[src/rtl/sru_pkg.sv]
`timescale 1ns / 1ps
`default_nettype none
package sru_pkg;
  localparam int MaxItems = 64;
  localparam int IdxW = $clog2(MaxItems);
  localparam int CntW = $clog2(MaxItems + 1);

  typedef struct packed {
    logic signed [31:0] value;
    logic               last;
  } in_item_t;

  typedef struct packed {
    logic signed [31:0] value_res;
    logic               last_res;
    logic [6:0]         distinct_count;
    logic               overflow;
  } out_item_t;
endpackage
`default_nettype wire

[src/rtl/sort_and_remove_duplicates_top.sv]
`timescale 1ns / 1ps
`default_nettype none
// channel | ports                          | direction
// in      | in_valid, in_stall, in_data    | requests into the block
// out     | out_valid, out_stall, out_data | sorted distinct values out
// a load walks the store from the top down, a read and a compare step per
// shifted element; a request on a full store is dropped without a walk
// the last request then walks the store one element per cycle while out_stall
// lets the result register drain, after a priming read, and a flush step
// sends the held value
// reset is synchronous, active low; it clears the count and control state only
// out_stall holds the result register and the emission walk
module sort_and_remove_duplicates_top (
  input  wire                 clk,
  input  wire                 rst_n,
  input  wire                 in_valid,
  output logic                in_stall,
  input  sru_pkg::in_item_t   in_data,
  output logic                out_valid,
  input  wire                 out_stall,
  output sru_pkg::out_item_t  out_data
);
  typedef enum logic [2:0] {
    S_IDLE, S_RD, S_CMP, S_EMIT_RD, S_EMIT, S_FLUSH
  } state_t;

  state_t state_r;
  logic [31:0] mem [sru_pkg::MaxItems];
  logic [sru_pkg::CntW-1:0] cnt_r;     // loaded elements
  logic [sru_pkg::CntW-1:0] pos_r;     // insertion hole / emit index
  logic [sru_pkg::CntW-1:0] dist_r;    // distinct values emitted
  logic signed [31:0] v_r, rd_r, prev_r;
  logic last_r, ovf_r, have_prev_r;
  logic emit_room, emit_go;

  // result register is free or drains this cycle
  assign emit_room = !out_valid || !out_stall;

  // a new distinct value pushes out the held one; the flush sends the final one
  assign emit_go = emit_room &&
                   ((state_r == S_EMIT && have_prev_r && rd_r != prev_r) ||
                    state_r == S_FLUSH);

  logic [sru_pkg::IdxW-1:0] rd_addr;
  assign rd_addr = (state_r == S_IDLE || state_r == S_EMIT_RD ||
                    (state_r == S_EMIT && emit_room)) ? pos_r[sru_pkg::IdxW-1:0]
                 : pos_r[sru_pkg::IdxW-1:0] - 1'b1;

  always_ff @(posedge clk) begin
    rd_r <= mem[rd_addr];
  end

  assign in_stall = (state_r != S_IDLE);

  always_ff @(posedge clk) begin
    if (!rst_n) begin
      state_r <= S_IDLE;
      cnt_r <= '0;
      ovf_r <= 1'b0;
      out_valid <= 1'b0;
      have_prev_r <= 1'b0;
      pos_r <= '0;
      dist_r <= '0;
    end else begin
      if (emit_go) out_valid <= 1'b1;
      else if (!out_stall) out_valid <= 1'b0;
      case (state_r)
        S_IDLE: begin
          if (in_valid) begin
            v_r <= in_data.value;
            last_r <= in_data.last;
            if (cnt_r < sru_pkg::CntW'(sru_pkg::MaxItems)) begin
              pos_r <= cnt_r;
              state_r <= S_RD;
            end else begin
              ovf_r <= 1'b1;
              pos_r <= '0;
              state_r <= in_data.last ? S_EMIT_RD : S_IDLE;
              have_prev_r <= 1'b0;
              dist_r <= '0;
            end
          end
        end
        S_RD: begin
          // fetch the element below the hole
          if (pos_r == '0) begin
            mem[0] <= v_r;
            cnt_r <= cnt_r + 1'b1;
            pos_r <= '0;
            have_prev_r <= 1'b0;
            dist_r <= '0;
            state_r <= last_r ? S_EMIT_RD : S_IDLE;
          end else begin
            state_r <= S_CMP;
          end
        end
        S_CMP: begin
          if (v_r < rd_r) begin
            mem[pos_r[sru_pkg::IdxW-1:0]] <= rd_r;
            pos_r <= pos_r - 1'b1;
            state_r <= S_RD;
          end else begin
            mem[pos_r[sru_pkg::IdxW-1:0]] <= v_r;
            cnt_r <= cnt_r + 1'b1;
            pos_r <= '0;
            have_prev_r <= 1'b0;
            dist_r <= '0;
            state_r <= last_r ? S_EMIT_RD : S_IDLE;
          end
        end
        S_EMIT_RD: begin
          // prime the read of mem[0]
          pos_r <= pos_r + 1'b1;
          state_r <= S_EMIT;
        end
        S_EMIT: begin
          // rd_r holds mem[pos_r - 1], prev_r the last distinct value not yet sent
          if (emit_room) begin
            if (emit_go) begin
              out_data.value_res <= prev_r;
              out_data.overflow <= ovf_r;
              out_data.last_res <= 1'b0;
              out_data.distinct_count <= 7'd0;
              dist_r <= dist_r + 1'b1;
            end
            prev_r <= rd_r;
            have_prev_r <= 1'b1;
            if (pos_r == cnt_r) begin
              state_r <= S_FLUSH;
            end else begin
              pos_r <= pos_r + 1'b1;
              state_r <= S_EMIT;
            end
          end
        end
        S_FLUSH: begin
          // the held value is the largest one
          if (emit_room) begin
            out_data.value_res <= prev_r;
            out_data.overflow <= ovf_r;
            out_data.last_res <= 1'b1;
            out_data.distinct_count <= 7'(dist_r + 1'b1);
            cnt_r <= '0;
            ovf_r <= 1'b0;
            pos_r <= '0;
            state_r <= S_IDLE;
          end
        end
        default: state_r <= S_IDLE;
      endcase
    end
  end
endmodule
`default_nettype wire
[config.mk]
export PLATFORM = sky130hd
export DESIGN_NAME = sort_and_remove_duplicates_top
export DESIGN_NICKNAME = d
export VERILOG_FILES = /design/src/rtl/sru_pkg.sv /design/src/rtl/sort_and_remove_duplicates_top.sv
export SDC_FILE = /design/constraint.sdc
export NUM_CORES = 2
export LEC_CHECK = 0
export BUFFER_PORTS_ARGS = -buffer_cell sky130_fd_sc_hd__buf_2
export CAP_MARGIN = 25
export CELL_PAD_IN_SITES_DETAIL_PLACEMENT = 1
export CELL_PAD_IN_SITES_GLOBAL_PLACEMENT = 1
export CORE_UTILIZATION = 30
export DETAILED_ROUTE_END_ITERATION = 8
export PLACE_DENSITY_LB_ADDON = 0.15
export SETUP_SLACK_MARGIN = 0.15
export SLEW_MARGIN = 10
export SYNTH_ARGS = -nofsm -noshare
export SYNTH_HDL_FRONTEND = slang
export SYNTH_SLANG_ARGS = --single-unit
[constraint.sdc]
create_clock -name clk -period 7.3 [get_ports clk]
set_input_delay 0.73 -clock clk [delete_from_list [all_inputs] [get_ports clk]]
set_output_delay 0.73 -clock clk [all_outputs]
set_load 0.005 [all_outputs]
; Word level (Yosys, flattened, before mapping)
; Memory sizes are Yosys's and may differ from the RTL's. A register that Yosys moved wholly into a read port is not among the register bits.
; Cells that the tools add are included.
[totals]
register_bits = 133
ram_bits = 2048
inputBits = 37
out_inout_bits = 43
wordCells = 127
memories = 1
[classes]
addsub = 5
magnitude_cmp = 2
eq_ne = 16
mux = 60
n_bitwise = 1
reduce_logical = 28
[mem_list]
columns = memory, words, word_bits, read_ports, rd_ports_with_merged_regs, wr, line
row1 = mem, 64, 32, 1, 1, 1, sort_and_remove_duplicates_top.sv:28  ; logic [31:0] mem [sru_pkg::MaxItems];
[ops]
columns = op, count
row1 = 2-to-1 mux 41 bit, 3
row2 = 2-to-1 mux 7 bit, 14
row3 = one-hot mux 41 bit (2 select lines), 1
row4 = 2-to-1 mux 32 bit, 2
row5 = one-hot mux 7 bit (6 select lines), 1
row6 = < comparator 32 bit, 1
row7 = != test 32 bit, 1
row8 = OR reduction 32 bit, 1
row9 = one-hot mux 7 bit (4 select lines), 1
row10 = 2-to-1 mux 1 bit, 24
row11 = "adder 7 x 1 -> 7 bit, second input constant", 3
row12 = one-hot mux 7 bit (3 select lines), 1
row13 = one-hot mux 3 bit (6 select lines), 1
row14 = "!= test 2 bit, second input constant", 8
row15 = 2-to-1 mux 6 bit, 2
row16 = AND reduction 6 bit, 2
row17 = 2-to-1 mux 2 bit, 5
row18 = 2-to-1 mux 3 bit, 3
row19 = AND reduction 3 bit, 3
row20 = AND reduction 4 bit, 2
row21 = equality test 7 bit, 1
row22 = zero test 7 bit, 1
row23 = "< comparator 7 bit, second input constant", 1
row24 = AND reduction 7 bit, 1
row25 = other kinds (18), 29

; Depth between registers and ports, before layout
[logic_depth]
word_depth = 8
mapped_depth = 14

; Worst setup path before layout
; No wires, ideal clock.
[synth_timing]
path_kind = reg2reg
from = reg pos_r[1] (netlist name)
to = mem mem[24][0] (enable)
setup_time_ns = 0.421
t_arrival_ns = 3.263
path_slack_ns = 3.616
stages_incl_launch_ff = 10
synth_period_minus_slack_ns = 3.684
path_cell_list = dfxtp_1 buf_2 inv_1 ha_1 nor3b_4 nand4b_2 or2_4 a21oi_4 o211ai_1 nor2_1
[synth_between]
elab_chain_cells = 6
elab_cells_between_ends = 7
classes_between = mux: 6 / reduce/logical: 1
[synth_rtl]
columns = element, line
row1 = from (decl), sort_and_remove_duplicates_top.sv:30  ; logic [sru_pkg::CntW-1:0] pos_r;
row2 = from (signal assigned), sort_and_remove_duplicates_top.sv:73  ; pos_r <= cnt_r;
row3 = from (signal assigned), sort_and_remove_duplicates_top.sv:100  ; pos_r <= pos_r - 1'b1;
row4 = from (signal assigned), sort_and_remove_duplicates_top.sv:113  ; pos_r <= pos_r + 1'b1;
row5 = zero test 7 bit, sort_and_remove_duplicates_top.sv:86  ; if (pos_r == '0) begin
row6 = 2-to-1 mux 1 bit, sort_and_remove_duplicates_top.sv:86
row7 = 2-to-1 mux 1 bit, sort_and_remove_duplicates_top.sv:67  ; case (state_r)
row8 = 2-to-1 mux 1 bit, sort_and_remove_duplicates_top.sv:56  ; if (!rst_n) begin
row9 = 2-to-1 mux 1 bit (implied by the code), sort_and_remove_duplicates_top.sv:87  ; mem[0] <= v_r;
row10 = 2-to-1 mux 1 bit (no line), n/a
row11 = to (decl), sort_and_remove_duplicates_top.sv:28
; Parallel ways exist; a longest one is shown, timed or not.

; Worst setup path after layout
[layout_timing]
from = reg rd_r[29] (read register of mem)
to = mem mem[10][1], data pin
[layout_between]
elab_chain_cells = 8
elab_cells_between_ends = 13
classes_between = order compare: 1 / mux: 10 / bitwise: 1 / reduce/logical: 1
[layout_rtl]
columns = element, line
row1 = from (decl), sort_and_remove_duplicates_top.sv:32  ; logic signed [31:0] v_r, rd_r, prev_r;
row2 = < comparator 32 bit *, sort_and_remove_duplicates_top.sv:98  ; if (v_r < rd_r) begin
row3 = 2-to-1 mux 1 bit, sort_and_remove_duplicates_top.sv:98
row4 = 2-to-1 mux 1 bit, sort_and_remove_duplicates_top.sv:67
row5 = 2-to-1 mux 1 bit, sort_and_remove_duplicates_top.sv:56
row6 = 2-to-1 mux 1 bit (on tied branches), "sort_and_remove_duplicates_top.sv:99, sort_and_remove_duplicates_top.sv:103"
row7 = bitwise OR 1 bit (no line), n/a
row8 = OR reduction 32 bit (no line), n/a
row9 = 2-to-1 mux 32 bit (no line) *, n/a
; Every way passes the cells marked *; elsewhere a longest branch is shown, timed or not.

==> metrics <==
Metal-1 WL 158000 um; post-placement cell area 93500 sq um; TritonCTS Buffers 247; # hold bufs at CTS 0; clk buf depth 4; Min Clock Period, post-route 5.44 ns; final WL 348000 um; Mapped Nets 5822; Seq pwr share 37.1%; vias in the first global route 53.6k; Final Cell Area 101000 sq um; nets 6034; Routed Antenna Nets 0; Total GRT Usage between 20% and 30%; crit-path cells inv_1 > ha_1 > a21o_1 > a2111oi_0 > o22ai_1 > a21oi_1 > a21boi_2 > and2_1 > nand2_4 > mux2_2 > buf_4; Die Y 540 um; core box area 288000 sq um; clock sinks 2213; CTS root buf clkbuf_16; Post-CTS Setup Repair Bufs 0; number of synthesized flops with an enable pin roughly 2.2k; Top Layer Used met5; later-pin clock latency in the skew report 0.92 ns; fmax 0.184 GHz; TNS Setup 0 ns; leading cell type in the layout, fill and taps excluded edfxtp_1; layout cells sized above 1 12.4%; WL met2 160000 um; final hold violation count 0; Critical Path AT 6.12 ns; status complete, no violations; Yosys reg bits about 2.2k; period utilization roughly three quarters; Syn-to-layout area delta 16.2%; unique cell type count in the Yosys netlist 73; critical path fanouts, max 33; placer congestion estimate roughly 0.84; drt wl/cell 34.9 um; total number of yosys warnings 0; initial antenna violation count 29; Slew @ Worst Pin 1.15 ns; htree depth 4; FFs w/ async S/R, synth 0%; Clk pwr share 29.5%; Rows 197; CTS tree built; WL met3 20800 um; Static Leak 0.0324 uW; required time worst endpoint around 8 ns; worst rel slew slack 23.7%; RSZ-0062 raised after global routing false; die area 292000 sq um; Avg Cell Area, Syn ~15 sq um; commonest cells after routing, fill and taps aside 2154 x edfxtp_1, 1317 x nand2_1, 382 x mux2i_1; vias per inst approximately 5.5; post_cts resized 0; mapped cell area 86800 sq um; 1st-iter DRT viols a little over 6k; Total Power ~40000 uW; CTS clk-pin slew, worst paths 0.06 ns; Peak VDD IR 0.000293 V; Comb pwr share between 30% and 40%; input/output buffers 79; largest net degree at the start of global routing 114; Setup CP Type register to register; Internal 24900 uW; Die Width between 500 and 600 um; WHS about 0.050 ns; hpwl dp 202000 um; DRC viols 0; power density cells 393 nW/um^2; worst min path class primary input to register; DRT Pass-1 Iters 5; Ports 80; sequential-to-total area share from yosys stat 75.9%; first-pass GRT wire length 471000 um; skew final 0.0712 ns; CP endpoint kind register; Mapped Cells 5750; Bufs and invs on worst path 2; # Max-Cap Violations 0; Slowest-stage cell, CP mux2_2; GRT overflow 0; count of pins over their slew limit 0; switching share of power between 30% and 40%; DR vias 54.5k; Final setup viols 0; Psw roughly 15000 uW; CP delay by family, top compound AO/OA/AOI/OAI gates; top_reg_cell synth edfxtp_1; Worst Setup Start Kind register; Max stage delay on crit path 0.88 ns; Initial Util 30.2%
## worst paths after layout
path / startpoint / endpoint / slack (ns) / depth (start not counted)
setup / recovery: rd_r[29] / mem[10][1] / 1.86 / 11
hold / removal: in_data[0] / last_r / 0.05 / 1
setup reg to reg: rd_r[29] / mem[10][1] / 1.86 / 11
hold reg to reg: ovf_r / out_data[0] / 0.44 / 0
## power by group through the flow
| stage | sequential, uW | clock, uW | combinational (uW) |
|---|---|---|---|
| after global routing | 14700 | 12300 | 14000 |
| after detailed placement | 15000 | 0 | 13300 |
| after CTS | 14700 | 11900 | 13300 |
| after global placement | 15000 | 0 | 13100 |
| after floorplan | 14900 | 0 | 7940 |
| final | 14700 | 11700 | 13300 |
## state kept, by name, indices dropped and copies added, names as in the netlist
signal,flops
mem,2048
out_data,41
pos_r,7
last_r,1
dist_r,7
have_prev_r,1
ovf_r,1
v_r,32
state_r,3
out_valid,1
rd_r,32
cnt_r,7
prev_r,32
## Yosys cell counts, types with 14 or more instances
cell type	instances	area share [%]
a21oi_1	35	0.20
a311oi_1	62	0.63
a32oi_1	376	3.8
and3_1	136	0.98
buf_1	24	0.10
buf_2	147	0.85
buf_4	56	0.48
clkbuf_1	126	0.54
dfxtp_1	59	1.4
edfxtp_1	2154	75
ha_1	35	0.50
inv_1	47	0.20
mux2_2	31	0.40
mux2i_1	382	4.4
nand2_1	1320	5.7
nand3_1	272	1.6
nand4_1	140	1.0
nor2_1	100	0.43
nor4_1	41	0.30
o21ai_0	22	0.13
xnor2_1	14	0.14
xor2_1	39	0.39
## cell type report
cell class / instances / area, sq um
fillers: 29400 / 187000
flip-flops and latches: 2213 / 65900
multi-input cells: 3128 / 19500
clock buffers: 337 / 6580
well taps: 3781 / 4730
repair buffers: 325 / 3240
clock inverters: 109 / 749
inverters: 47 / 176
diodes: 8 / 20.0
## cell families (layout without fill, tap and decap cells)
group / count (synthesis) / count (layout) / share of synthesized area [%]
adder cells (fa/ha/maj): 35 / 35 / 0.504
multiplexers: 418 / 418 / 4.92
other: 0 / 8 / 0
AO/OA/AOI/OAI: 567 / 567 / 5.44
buffers and inverters: 409 / 818 / 2.30
flip-flops: 2213 / 2213 / 75.9
AND/OR/NAND/NOR: 2052 / 2052 / 10.3
XOR/XNOR: 56 / 56 / 0.617
## routing by layer
| layer | GRT usage (%) | vias to the layer above |
|---|---|---|
| li1 | - | 22600 |
| met1 | 33.6 | 29700 |
| met2 | 37.3 | 1805 |
| met3 | 3.01 | 412 |
| met4 | 5.34 | 6 |
| met5 | 0 | - |
## stage by stage
| stage | setup WS (ns) | utilization (%) | cells |
|---|---|---|---|
| after floorplan | 3.62 | - | 5750 |
| after global placement | 1.31 | 32.2 | 9449 |
| after detailed placement | 2.04 | 32.5 | 9489 |
| after CTS | 1.95 | 35.0 | 9935 |
| after global routing | 1.70 | 35.0 | 9944 |
| final | 1.86 | 35.1 | 9948 |
Power figures use the tool's default switching activity.
